<file path="config.mk">
export PLATFORM = sky130hd
export DESIGN_NAME = waypoint_follow_controller
export DESIGN_NICKNAME = d
export VERILOG_FILES = /design/src/wfc_pkg.sv /design/src/wfc_ram.sv /design/src/wfc_datapath.sv /design/src/wfc_ctrl.sv /design/src/waypoint_follow_controller.sv
export SDC_FILE = /design/constraint.sdc
export NUM_CORES = 2
export LEC_CHECK = 0
export ABC_CLOCK_PERIOD_IN_PS = 13540
export BUFFER_PORTS_ARGS = -buffer_cell sky130_fd_sc_hd__buf_4
export CAP_MARGIN = 40
export CORE_UTILIZATION = 25
export CTS_CLUSTER_DIAMETER = 150
export DETAILED_ROUTE_END_ITERATION = 12
export GPL_ROUTABILITY_DRIVEN = 0
export PLACE_DENSITY = 0.35
export RECOVER_POWER = 25
export SLEW_MARGIN = 25
export SYNTH_ARGS = -nofsm -noshare
export SYNTH_HDL_FRONTEND = slang
export SYNTH_SLANG_ARGS = --single-unit
</file>
<file path="constraint.sdc">
create_clock -name clk -period 13.54 [get_ports clk]
set_clock_uncertainty 0.15 [all_clocks]
set_input_delay 2.708 -clock clk [delete_from_list [all_inputs] [get_ports clk]]
set_output_delay 2.708 -clock clk [all_outputs]
set_load 0.05 [all_outputs]
</file>
<file path="src/wfc_pkg.sv">
`timescale 1ns / 1ps
package wfc_pkg;

    localparam int QUEUE_DEPTH_DEF  = 64;
    localparam int CORDIC_STEPS_DEF = 16;
    localparam int ATAN_ENTRIES     = 24;

    localparam int DIFF_W   = 17;
    localparam int CORDIC_W = 28;
    localparam int ZACC_W   = 25;
    localparam int MUL_W    = 18;
    localparam int PROD_W   = 2 * MUL_W;

    localparam logic [1:0] CMD_BEGIN  = 2'd0;
    localparam logic [1:0] CMD_APPEND = 2'd1;
    localparam logic [1:0] CMD_POSE   = 2'd2;
    localparam logic [1:0] CMD_STOP   = 2'd3;

    localparam logic [1:0] CFG_SPEED_GAIN = 2'd0;
    localparam logic [1:0] CFG_TURN_GAIN  = 2'd1;
    localparam logic [1:0] CFG_ARRIVE_RAD = 2'd2;
    localparam logic [1:0] CFG_HEAD_TOL   = 2'd3;

    localparam logic [15:0] SPEED_GAIN_RST = 16'd3277;
    localparam logic [15:0] TURN_GAIN_RST  = 16'd13107;
    localparam logic [14:0] ARRIVE_RAD_RST = 15'd154;
    localparam logic [14:0] HEAD_TOL_RST   = 15'd3641;

    typedef enum logic [2:0] {
        MUL_DX2,
        MUL_DY2,
        MUL_R2,
        MUL_SPEED,
        MUL_TURN
    } mul_sel_t;

    typedef struct packed {
        logic     load_item;
        logic     do_begin;
        logic     do_push;
        logic     do_stop;
        logic     do_zero;
        logic     do_align;
        logic     diff_first;
        logic     diff_head;
        logic     cordic_init;
        logic     cordic_load;
        logic     cordic_step;
        mul_sel_t mul_sel;
        logic     acc_load;
        logic     acc_add;
        logic     near_load;
        logic     alpha_wr;
        logic     speed_wr;
        logic     turn_wr;
        logic     head_wr;
        logic     out_load;
    } ctrl_cmd_t;

    typedef struct packed {
        logic [1:0] cmd;
        logic       count_zero;
        logic       count_one;
        logic       full;
        logic       route_starting;
        logic       in_tol;
        logic       cordic_last;
    } dp_status_t;

    function automatic logic [22:0] atan_entry(input logic [4:0] idx);
        logic [22:0] v;
        case (idx)
            5'd0:    v = 23'd2097152;
            5'd1:    v = 23'd1238021;
            5'd2:    v = 23'd654136;
            5'd3:    v = 23'd332050;
            5'd4:    v = 23'd166669;
            5'd5:    v = 23'd83416;
            5'd6:    v = 23'd41718;
            5'd7:    v = 23'd20860;
            5'd8:    v = 23'd10430;
            5'd9:    v = 23'd5215;
            5'd10:   v = 23'd2608;
            5'd11:   v = 23'd1304;
            5'd12:   v = 23'd652;
            5'd13:   v = 23'd326;
            5'd14:   v = 23'd163;
            5'd15:   v = 23'd81;
            5'd16:   v = 23'd41;
            5'd17:   v = 23'd20;
            5'd18:   v = 23'd10;
            5'd19:   v = 23'd5;
            5'd20:   v = 23'd3;
            5'd21:   v = 23'd1;
            5'd22:   v = 23'd1;
            default: v = 23'd0;
        endcase
        return v;
    endfunction

endpackage

</file>
<file path="src/wfc_ram.sv">
`timescale 1ns / 1ps
module wfc_ram #(
    parameter int WIDTH = 32,
    parameter int DEPTH = 64
) (
    input  logic                     clk,
    input  logic                     we,
    input  logic [$clog2(DEPTH)-1:0] waddr,
    input  logic [WIDTH-1:0]         wdata,
    input  logic [$clog2(DEPTH)-1:0] raddr,
    output logic [WIDTH-1:0]         rdata
);

    logic [WIDTH-1:0] mem [DEPTH];

    always_ff @(posedge clk)
    begin
        if (we)
        begin
            mem[waddr] <= wdata;
        end
        rdata <= mem[raddr];
    end

endmodule

</file>
<file path="src/wfc_datapath.sv">
`timescale 1ns / 1ps
module wfc_datapath
    import wfc_pkg::*;
#(
    parameter int QUEUE_DEPTH  = QUEUE_DEPTH_DEF,
    parameter int CORDIC_STEPS = CORDIC_STEPS_DEF
) (
    input  logic       clk,
    input  logic       rst_n,
    input  ctrl_cmd_t  ctl,
    output dp_status_t st,
    input  logic [55:0] s_tdata,
    output logic [39:0] m_tdata,
    input  logic       cfg_we,
    input  logic [1:0] cfg_index,
    input  logic [15:0] cfg_data
);

    localparam int PTR_W  = $clog2(QUEUE_DEPTH);
    localparam int CNT_W  = $clog2(QUEUE_DEPTH + 1);
    localparam int STEP_W = $clog2(CORDIC_STEPS);

    logic [15:0] speed_gain_reg, turn_gain_reg;
    logic [14:0] arrive_rad_reg, head_tol_reg;

    logic [1:0]  cmd_reg;
    logic [15:0] px_reg, py_reg, hd_reg;

    logic [PTR_W-1:0] head_reg, head_next;
    logic [CNT_W-1:0] count_reg, count_next;
    logic             rs_reg, rs_next;
    logic [15:0]      start_hd_reg, start_hd_next;
    logic [31:0]      first_reg, first_next;
    logic [15:0]      speed_reg, speed_next;
    logic [15:0]      turn_reg, turn_next;

    logic signed [DIFF_W-1:0]   dx_reg, dy_reg;
    logic signed [CORDIC_W-1:0] cx_reg, cy_reg;
    logic signed [ZACC_W-1:0]   cz_reg;
    logic                       neg_reg, zero_reg;
    logic [STEP_W-1:0]          step_reg;
    logic signed [15:0]         ang_reg;
    logic signed [PROD_W-1:0]   prod_reg, acc_reg;
    logic                       near_reg;
    logic [33:0]                out_reg;

    logic [31:0]      ram_rdata;
    logic             ram_we;
    logic [PTR_W-1:0] ram_waddr;
    logic [31:0]      wp;
    logic [CNT_W:0]   push_sum;
    logic             pop;
    logic             full;

    logic signed [15:0] err;
    logic signed [16:0] err_ext, err_mag, ang_ext, ang_mag;
    logic signed [DIFF_W-1:0] dxn, dyn;
    logic signed [CORDIC_W-1:0] xs, ys;
    logic signed [ZACC_W-1:0] tab, zr;
    logic [15:0] atan16;
    logic signed [MUL_W-1:0] ma, mb;

    assign wp   = {py_reg, px_reg};
    assign full = count_reg == CNT_W'(QUEUE_DEPTH);

    assign push_sum  = {1'b0, {(CNT_W - PTR_W){1'b0}}, head_reg} + {1'b0, count_reg};
    assign ram_waddr = (push_sum >= (CNT_W + 1)'(QUEUE_DEPTH))
                       ? PTR_W'(push_sum - (CNT_W + 1)'(QUEUE_DEPTH))
                       : PTR_W'(push_sum);
    assign ram_we    = ctl.do_begin || (ctl.do_push && !full);

    wfc_ram #(
        .WIDTH (32),
        .DEPTH (QUEUE_DEPTH)
    ) u_queue (
        .clk   (clk),
        .we    (ram_we),
        .waddr (ctl.do_begin ? '0 : ram_waddr),
        .wdata (wp),
        .raddr (head_reg),
        .rdata (ram_rdata)
    );

    assign err     = $signed(start_hd_reg - hd_reg);
    assign err_ext = {err[15], err};
    assign err_mag = err_ext[16] ? -err_ext : err_ext;
    assign ang_ext = {ang_reg[15], ang_reg};
    assign ang_mag = ang_ext[16] ? -ang_ext : ang_ext;

    assign st.cmd            = cmd_reg;
    assign st.count_zero     = count_reg == '0;
    assign st.count_one      = count_reg == CNT_W'(1);
    assign st.full           = full;
    assign st.route_starting = rs_reg;
    assign st.in_tol         = err_mag < $signed({2'b00, head_tol_reg});
    assign st.cordic_last    = step_reg == STEP_W'(CORDIC_STEPS - 1);

    assign pop = (ctl.do_align && st.in_tol) || (ctl.turn_wr && near_reg);

    always_comb
    begin
        head_next     = head_reg;
        count_next    = count_reg;
        rs_next       = rs_reg;
        start_hd_next = start_hd_reg;
        first_next    = first_reg;
        speed_next    = speed_reg;
        turn_next     = turn_reg;
        if (ctl.do_begin)
        begin
            head_next     = '0;
            count_next    = CNT_W'(1);
            first_next    = wp;
            start_hd_next = '0;
            rs_next       = 1'b1;
        end
        if (ctl.do_push && !full)
        begin
            count_next = count_reg + CNT_W'(1);
        end
        if (ctl.do_stop)
        begin
            head_next  = '0;
            count_next = '0;
            rs_next    = 1'b0;
            speed_next = '0;
            turn_next  = '0;
        end
        if (ctl.do_zero)
        begin
            speed_next = '0;
            turn_next  = '0;
        end
        if (ctl.do_align)
        begin
            if (st.in_tol)
            begin
                rs_next = 1'b0;
            end
            else
            begin
                speed_next = '0;
            end
        end
        if (ctl.head_wr)
        begin
            start_hd_next = zero_reg ? 16'd0 : atan16;
        end
        if (ctl.speed_wr)
        begin
            speed_next = prod_reg[30:15];
        end
        if (ctl.turn_wr)
        begin
            turn_next = prod_reg[31:16];
        end
        if (pop && count_reg != '0)
        begin
            head_next  = (head_reg == PTR_W'(QUEUE_DEPTH - 1)) ? '0 : head_reg + PTR_W'(1);
            count_next = count_reg - CNT_W'(1);
            if (count_reg == CNT_W'(1))
            begin
                speed_next = '0;
                turn_next  = '0;
            end
        end
    end

    always_ff @(posedge clk or negedge rst_n)
    begin
        if (!rst_n)
        begin
            head_reg       <= '0;
            count_reg      <= '0;
            rs_reg         <= 1'b0;
            start_hd_reg   <= '0;
            first_reg      <= '0;
            speed_reg      <= '0;
            turn_reg       <= '0;
            speed_gain_reg <= SPEED_GAIN_RST;
            turn_gain_reg  <= TURN_GAIN_RST;
            arrive_rad_reg <= ARRIVE_RAD_RST;
            head_tol_reg   <= HEAD_TOL_RST;
        end
        else
        begin
            head_reg     <= head_next;
            count_reg    <= count_next;
            rs_reg       <= rs_next;
            start_hd_reg <= start_hd_next;
            first_reg    <= first_next;
            speed_reg    <= speed_next;
            turn_reg     <= turn_next;
            if (cfg_we)
            begin
                unique case (cfg_index)
                    CFG_SPEED_GAIN: speed_gain_reg <= cfg_data;
                    CFG_TURN_GAIN:  turn_gain_reg  <= cfg_data;
                    CFG_ARRIVE_RAD: arrive_rad_reg <= cfg_data[14:0];
                    CFG_HEAD_TOL:   head_tol_reg   <= cfg_data[14:0];
                endcase
            end
        end
    end

    assign dxn = neg_reg ? -dx_reg : dx_reg;
    assign dyn = neg_reg ? -dy_reg : dy_reg;
    assign xs  = cx_reg >>> step_reg;
    assign ys  = cy_reg >>> step_reg;
    assign tab = ZACC_W'(atan_entry(5'(step_reg)));
    assign zr  = (cz_reg + ZACC_W'(128)) >>> 8;
    assign atan16 = (neg_reg ? 16'h8000 : 16'h0000) + zr[15:0];

    always_comb
    begin
        ma = '0;
        mb = '0;
        unique case (ctl.mul_sel)
            MUL_DX2:
            begin
                ma = MUL_W'(dx_reg);
                mb = MUL_W'(dx_reg);
            end
            MUL_DY2:
            begin
                ma = MUL_W'(dy_reg);
                mb = MUL_W'(dy_reg);
            end
            MUL_R2:
            begin
                ma = $signed({3'b000, arrive_rad_reg});
                mb = $signed({3'b000, arrive_rad_reg});
            end
            MUL_SPEED:
            begin
                ma = $signed({2'b00, speed_gain_reg});
                mb = $signed({1'b0, 17'(17'sd32768 - ang_mag)});
            end
            MUL_TURN:
            begin
                ma = $signed({2'b00, turn_gain_reg});
                mb = MUL_W'(ang_reg);
            end
            default:
            begin
                ma = '0;
                mb = '0;
            end
        endcase
    end

    always_ff @(posedge clk)
    begin
        prod_reg <= ma * mb;
        if (ctl.load_item)
        begin
            cmd_reg <= s_tdata[1:0];
            px_reg  <= s_tdata[17:2];
            py_reg  <= s_tdata[33:18];
            hd_reg  <= s_tdata[49:34];
        end
        if (ctl.diff_first)
        begin
            dx_reg <= $signed({px_reg[15], px_reg}) - $signed({first_reg[15], first_reg[15:0]});
            dy_reg <= $signed({py_reg[15], py_reg})
                      - $signed({first_reg[31], first_reg[31:16]});
        end
        if (ctl.diff_head)
        begin
            dx_reg <= $signed({ram_rdata[15], ram_rdata[15:0]}) - $signed({px_reg[15], px_reg});
            dy_reg <= $signed({ram_rdata[31], ram_rdata[31:16]})
                      - $signed({py_reg[15], py_reg});
        end
        if (ctl.cordic_init)
        begin
            neg_reg  <= dx_reg[DIFF_W-1];
            zero_reg <= (dx_reg == '0) && (dy_reg == '0);
            step_reg <= '0;
            cz_reg   <= '0;
        end
        if (ctl.cordic_load)
        begin
            cx_reg <= {{(CORDIC_W - DIFF_W - 8){dxn[DIFF_W-1]}}, dxn, 8'b0};
            cy_reg <= {{(CORDIC_W - DIFF_W - 8){dyn[DIFF_W-1]}}, dyn, 8'b0};
        end
        if (ctl.cordic_step)
        begin
            step_reg <= step_reg + STEP_W'(1);
            if (cy_reg > 0)
            begin
                cx_reg <= cx_reg + ys;
                cy_reg <= cy_reg - xs;
                cz_reg <= cz_reg + tab;
            end
            else
            begin
                cx_reg <= cx_reg - ys;
                cy_reg <= cy_reg + xs;
                cz_reg <= cz_reg - tab;
            end
        end
        if (ctl.do_align)
        begin
            ang_reg  <= err;
            near_reg <= 1'b0;
        end
        if (ctl.alpha_wr)
        begin
            ang_reg <= $signed((zero_reg ? 16'd0 : atan16) - hd_reg);
        end
        if (ctl.acc_load)
        begin
            acc_reg <= prod_reg;
        end
        if (ctl.acc_add)
        begin
            acc_reg <= acc_reg + prod_reg;
        end
        if (ctl.near_load)
        begin
            near_reg <= acc_reg < prod_reg;
        end
        if (ctl.out_load)
        begin
            out_reg <= {rs_reg, count_reg != '0, turn_reg, speed_reg};
        end
    end

    assign m_tdata = {6'b0, out_reg};

endmodule

</file>
<file path="src/wfc_ctrl.sv">
`timescale 1ns / 1ps
module wfc_ctrl
    import wfc_pkg::*;
(
    input  logic       clk,
    input  logic       rst_n,
    input  logic       s_tvalid,
    output logic       s_tready,
    output logic       m_tvalid,
    input  logic       m_tready,
    input  dp_status_t st,
    output ctrl_cmd_t  ctl
);

    typedef enum logic [13:0] {
        ST_IDLE     = 14'b00000000000001,
        ST_DECODE   = 14'b00000000000010,
        ST_READ     = 14'b00000000000100,
        ST_CINIT    = 14'b00000000001000,
        ST_CLOAD    = 14'b00000000010000,
        ST_CORDIC   = 14'b00000000100000,
        ST_HEAD     = 14'b00000001000000,
        ST_ALPHA    = 14'b00000010000000,
        ST_SUM1     = 14'b00000100000000,
        ST_SUM2     = 14'b00001000000000,
        ST_CMP      = 14'b00010000000000,
        ST_SPEED    = 14'b00100000000000,
        ST_TURN_MUL = 14'b01000000000000,
        ST_TURN_WR  = 14'b10000000000000
    } state_t;

    state_t state_reg, state_next;
    logic   out_wait_reg, out_wait_next;
    logic   m_tvalid_reg, m_tvalid_next;
    logic   out_free;

    assign s_tready = (state_reg == ST_IDLE) && !out_wait_reg;
    assign m_tvalid = m_tvalid_reg;
    assign out_free = !m_tvalid_reg || m_tready;

    always_comb
    begin
        ctl           = '0;
        ctl.mul_sel   = MUL_TURN;
        state_next    = state_reg;
        out_wait_next = out_wait_reg;
        m_tvalid_next = m_tvalid_reg && !m_tready;
        ctl.load_item = s_tvalid && s_tready;
        if (out_wait_reg && out_free)
        begin
            ctl.out_load  = 1'b1;
            m_tvalid_next = 1'b1;
            out_wait_next = 1'b0;
        end
        unique case (state_reg)
            ST_IDLE:
            begin
                if (ctl.load_item)
                begin
                    state_next = ST_DECODE;
                end
            end
            ST_DECODE:
            begin
                state_next    = ST_IDLE;
                out_wait_next = 1'b1;
                unique case (st.cmd)
                    CMD_BEGIN:
                    begin
                        ctl.do_begin = 1'b1;
                    end
                    CMD_APPEND:
                    begin
                        ctl.do_push = 1'b1;
                        if (!st.full && st.route_starting && st.count_one)
                        begin
                            ctl.diff_first = 1'b1;
                            state_next     = ST_CINIT;
                            out_wait_next  = 1'b0;
                        end
                    end
                    CMD_STOP:
                    begin
                        ctl.do_stop = 1'b1;
                    end
                    CMD_POSE:
                    begin
                        if (st.count_zero)
                        begin
                            ctl.do_zero = 1'b1;
                        end
                        else if (st.route_starting)
                        begin
                            ctl.do_align = 1'b1;
                            if (!st.in_tol)
                            begin
                                state_next    = ST_TURN_MUL;
                                out_wait_next = 1'b0;
                            end
                        end
                        else
                        begin
                            state_next    = ST_READ;
                            out_wait_next = 1'b0;
                        end
                    end
                endcase
            end
            ST_READ:
            begin
                ctl.diff_head = 1'b1;
                state_next    = ST_CINIT;
            end
            ST_CINIT:
            begin
                ctl.cordic_init = 1'b1;
                state_next      = ST_CLOAD;
            end
            ST_CLOAD:
            begin
                ctl.cordic_load = 1'b1;
                state_next      = ST_CORDIC;
            end
            ST_CORDIC:
            begin
                ctl.cordic_step = 1'b1;
                if (st.cordic_last)
                begin
                    state_next = (st.cmd == CMD_APPEND) ? ST_HEAD : ST_ALPHA;
                end
            end
            ST_HEAD:
            begin
                ctl.head_wr   = 1'b1;
                state_next    = ST_IDLE;
                out_wait_next = 1'b1;
            end
            ST_ALPHA:
            begin
                ctl.alpha_wr = 1'b1;
                ctl.mul_sel  = MUL_DX2;
                state_next   = ST_SUM1;
            end
            ST_SUM1:
            begin
                ctl.acc_load = 1'b1;
                ctl.mul_sel  = MUL_DY2;
                state_next   = ST_SUM2;
            end
            ST_SUM2:
            begin
                ctl.acc_add = 1'b1;
                ctl.mul_sel = MUL_R2;
                state_next  = ST_CMP;
            end
            ST_CMP:
            begin
                ctl.near_load = 1'b1;
                ctl.mul_sel   = MUL_SPEED;
                state_next    = ST_SPEED;
            end
            ST_SPEED:
            begin
                ctl.speed_wr = 1'b1;
                ctl.mul_sel  = MUL_TURN;
                state_next   = ST_TURN_WR;
            end
            ST_TURN_MUL:
            begin
                ctl.mul_sel = MUL_TURN;
                state_next  = ST_TURN_WR;
            end
            ST_TURN_WR:
            begin
                ctl.turn_wr   = 1'b1;
                state_next    = ST_IDLE;
                out_wait_next = 1'b1;
            end
            default:
            begin
                state_next = ST_IDLE;
            end
        endcase
    end

    always_ff @(posedge clk or negedge rst_n)
    begin
        if (!rst_n)
        begin
            state_reg    <= ST_IDLE;
            out_wait_reg <= 1'b0;
            m_tvalid_reg <= 1'b0;
        end
        else
        begin
            state_reg    <= state_next;
            out_wait_reg <= out_wait_next;
            m_tvalid_reg <= m_tvalid_next;
        end
    end

endmodule

</file>
<file path="src/waypoint_follow_controller.sv">
`timescale 1ns / 1ps
// Waypoint-following drive controller. Each input transfer carries a command
// (begin route, append waypoint, pose update, stop) and gives exactly one
// result transfer with speed, turn rate, route-active and aligning flags.
// Waypoints are held in a QUEUE_DEPTH-entry RAM; a full queue drops them.
// The append that sets the start heading runs the one-iteration-per-cycle
// CORDIC for bearing; a pose update that steers toward a waypoint runs that
// CORDIC followed by the single shared multiplier used for distance, speed and
// turn, and an aligning pose update short of the start heading uses the
// multiplier for turn only. One item is in work at a time; the next may enter
// while a result still waits in the output register.
module waypoint_follow_controller
    import wfc_pkg::*;
#(
    parameter int QUEUE_DEPTH  = QUEUE_DEPTH_DEF,
    parameter int CORDIC_STEPS = CORDIC_STEPS_DEF
) (
    input  logic        clk,
    input  logic        rst_n,
    input  logic        s_tvalid,
    output logic        s_tready,
    input  logic [55:0] s_tdata,   // command[1:0], x_pos, y_pos, heading, zero pad
    output logic        m_tvalid,
    input  logic        m_tready,
    output logic [39:0] m_tdata,   // drive_speed, turn_rate, route_active, aligning, pad
    input  logic        cfg_we,
    input  logic [1:0]  cfg_index,
    input  logic [15:0] cfg_data
);

    ctrl_cmd_t  ctl;
    dp_status_t st;

    wfc_ctrl u_ctrl (
        .clk      (clk),
        .rst_n    (rst_n),
        .s_tvalid (s_tvalid),
        .s_tready (s_tready),
        .m_tvalid (m_tvalid),
        .m_tready (m_tready),
        .st       (st),
        .ctl      (ctl)
    );

    wfc_datapath #(
        .QUEUE_DEPTH  (QUEUE_DEPTH),
        .CORDIC_STEPS (CORDIC_STEPS)
    ) u_datapath (
        .clk       (clk),
        .rst_n     (rst_n),
        .ctl       (ctl),
        .st        (st),
        .s_tdata   (s_tdata),
        .m_tdata   (m_tdata),
        .cfg_we    (cfg_we),
        .cfg_index (cfg_index),
        .cfg_data  (cfg_data)
    );

endmodule

</file>
==> qor.yml <==
drt:
  routed_via_density: 4.693
  drcViolationCount: 0
  vias: 72210
  drtIter0Drc: 5607
  drtPass1Iterations: 5
  finalWirelength_mm: 421.2
  postRouteAntennaNets: 0
  wl_per_cell_um: 27.38
yosys:
  ys_seq_area_share_pct: 59.93
  synth_fa_ha_area_share_pct: 9.009
  synth_edf_count: 2305
  synth_top_family_by_area: "multiplexers"
  synth_ff_type: "edfxtp_1"
  avgSynthCellArea_um2: 15.53
  synthCells: 8096
  synth.distinct_cells: 110
  ys_async_sr_fraction_pct: 6.700
  synth_area_um2: 125700
  synth_xor_area_share_pct: 2.361
  netlist_top_cells_area: "edfxtp_1 (55%), mux4_2 (13%), fa_1 (5.2%)"
  ys_seq_elements: 2567
  yosys.area_share.simple_pct: 5.808
  yosys_warnings: 0
  synthMuxAreaShare_pct: 14.37
  synth_top_area_cell: "edfxtp_1"
  synth_compound_area_share_pct: 5.617
  synth_top_area_share_pct: 55.04
final_layout:
  finalNetCount: 9238
  area.growth.synth_to_final_pct: 16.51
  largest_reg_flops: 2048
  drive_above_1_share_pct: 20.01
die:
  dieArea_um2: 505800
  core_um2: 501000
  start_util_pct: 25.10
  rows: 260
  die_x_um: 711.2
  die_y_um: 711.2
  pin_count: 121
timing:
  fin_setup_tns_ns: 0
  relSlewSlack_pct: -111.6
  rsz0062_at_grt: "false"
  fin_crit_sh_pct: 85.74
  worst_slew_pin_slew_ns: 3.173
  max_freq_mhz: 86.13
  hold_slack_ns: 0.3023
  setup-violations-final: 0
  period_needed_ns: 11.61
  finalHoldViolations: 0
  slew_viol_final: 1317
min_path:
  holdPathStages: 0
  holdPathEnd: "u_datapath.out_reg[26]$_DFFE_PP_"
  hold_path_class: "register to register"
  hp-start: "u_datapath.turn_reg[10]$_DFF_PN0_"
worst_setup_path:
  timing.rr.start: "u_ctrl.state_reg[13]$_DFFE_PN0P_"
  reg2reg_to: "u_datapath.prod_reg[35]$_DFF_P_"
  crit_path_top_delay_cell: "o31a_1"
  worstSetupStartpointType: "register"
  arrival_ns: 12.23
  max_stage_delay_ns: 0.80
  cp_common_cell: "fa_1"
  path_class: "register to register"
  r2r_cells: 31
  critPathRequiredTime_ns: 14.16
  cp_max_fo: 66
  regToRegSetupSlack_ns: 1.93
  worstSetupEndpointType: "register"
grt:
  grt_start_max_net_pins: 122
  grt_pass1_vias: 76560
  antenna_found_initial: 25
  grt_pass1_wl_mm: 593.8
  grtUsageMet1_pct: 22.32
  grtUsageMet3_pct: 1.691
  grt.total_usage_pct: 16.41
  grt-ovfl-total: 0
  grt.busiest_layer: "met2"
  grtUsageMet2_pct: 28.30
clock_tree:
  cts_buffer_depth: 4
  postCtsHoldBufs: 0
  clkTransAtPathRegs_ns: 0.06
  ctsResizeCount: 0
  h-tree-depth: 5
  clock_latency_ns: 0.95
  postCtsSetupRepairBufs: 0
  cts_root_buf: "clkbuf_16"
  cts.sinks: 2567
  cts_tree: "done"
  cts-buffers-inserted: 306
power_and_ir_drop:
  power_density_nw_per_um2: 186.8
  vdd_drop_max_v: 0.0004229
  p_leak_nw: 50.32
run:
  drv_cap: 38
placed_design:
  hpwl_mm: 271.9
  portBuffers: 108
status:
  run_status: "finished with violations"
  failed_checks: "max-capacitance violations, max-slew violations"
-- kinds of logic after synthesis --
group / count (synthesis)
multiplexers: 873
other: 1
adder cells (fa/ha/maj): 708
AND/OR/NAND/NOR: 1558
flip-flops: 2567
buffers and inverters: 944
AO/OA/AOI/OAI: 1106
XOR/XNOR: 339
-- through the flow --
step	instances	worst slack, ns	util (%)	total power, mW	area [µm²]
floorplan	8101	4.079	-	16.11	125800
global placement	14750	2.076	27.08	19.46	135700
detailed placement	14800	1.991	27.24	19.47	136500
CTS	15340	1.935	29.19	27.78	146200
global route	15370	1.338	29.24	29.10	146500
finish	15390	1.930	29.24	27.36	146500
-- how the worst max path moves through the flow --
stage	from	to	cells past startpoint	slack (ns)
5_1_grt	u_ctrl.state_reg[13]$_DFFE_PN0P_	u_datapath.prod_reg[34]$_DFF_P_	29	1.34
3_3_place_gp	u_ctrl.state_reg[13]$_DFFE_PN0P_	u_datapath.prod_reg[35]$_DFF_P_	31	2.08
6_report	u_ctrl.state_reg[13]$_DFFE_PN0P_	u_datapath.prod_reg[35]$_DFF_P_	31	1.93
2_1_floorplan	u_ctrl.state_reg[7]$_DFFE_PN0P_	u_datapath.prod_reg[35]$_DFF_P_	32	4.08
4_1_cts	u_ctrl.state_reg[13]$_DFFE_PN0P_	u_datapath.prod_reg[35]$_DFF_P_	31	1.93
3_5_place_dp	u_ctrl.state_reg[13]$_DFFE_PN0P_	u_datapath.prod_reg[35]$_DFF_P_	31	1.99
-- worst max-delay path, delay by kind of cell (launching register included) --
kind / cells / cell delay, ns
fa+ha+maj: 7 / 3.23
simple gates: 10 / 3.15
compound gates: 7 / 2.82
buf+inv: 6 / 1.43
flops: 1 / 0.47
mux: 1 / 0.19
-- synth_stat cells (24+ instances only) --
cell type and count:
o21a_1 35, o31ai_1 34, o21ai_0 306, a21o_1 77
nor2_1 422, xor2_1 130, nand4_1 31, nor4_1 24
a21oi_1 287, nand3_1 81, a22oi_1 53, edfxtp_1 2305
inv_1 602, mux2_2 84, o21bai_1 25, ha_1 379
a31oi_1 31, nand2_1 557, nor3_1 85, xnor2_1 209
dfxtp_1 90, mux4_2 719, nor2b_1 44, and3_1 36
clkbuf_1 250, or3_1 47, nand2b_1 64, dfstp_2 27
mux2i_1 50, dfrtp_1 145, fa_1 329, buf_1 60
and2_1 55
-- layer usage --
layer | vias up | wire, µm
li1 | 31620 | -
met1 | 38590 | 189900
met2 | 1548 | 206100
met3 | 442 | 15220
met4 | 0 | 9975
met5 | - | 0
-- power breakdown --
group,switching [mW],total [mW],internal (mW)
logic,5.84,9.55,3.71
clock network,3.44,8.15,4.71
registers,0.324,9.66,9.34
-- placed cells by master, fill, tap and decap left out, types with 140 or more instances in the layout --
cell type / synthesis / final
fa_1: 329 / 329
edfxtp_1: 2305 / 2305
nand2_1: 557 / 555
inv_1: 602 / 601
o21ai_0: 306 / 305
a21oi_1: 287 / 287
clkbuf_16: 0 / 312
xnor2_1: 209 / 209
ha_1: 379 / 379
dfrtp_1: 145 / 140
mux4_2: 719 / 719
buf_4: 7 / 272
nor2_1: 422 / 356
-- layout make-up --
cell class	count	area, µm²
multi-input cells	4590	47330
well taps	6681	8359
diodes	14	35.03
inverters	605	2271
fillers	50190	354500
flip-flops and latches	2567	75370
clock inverters	169	1658
repair buffers	381	3357
clock buffers	379	8133
Note: power is estimated with default switching activity, not from simulation.
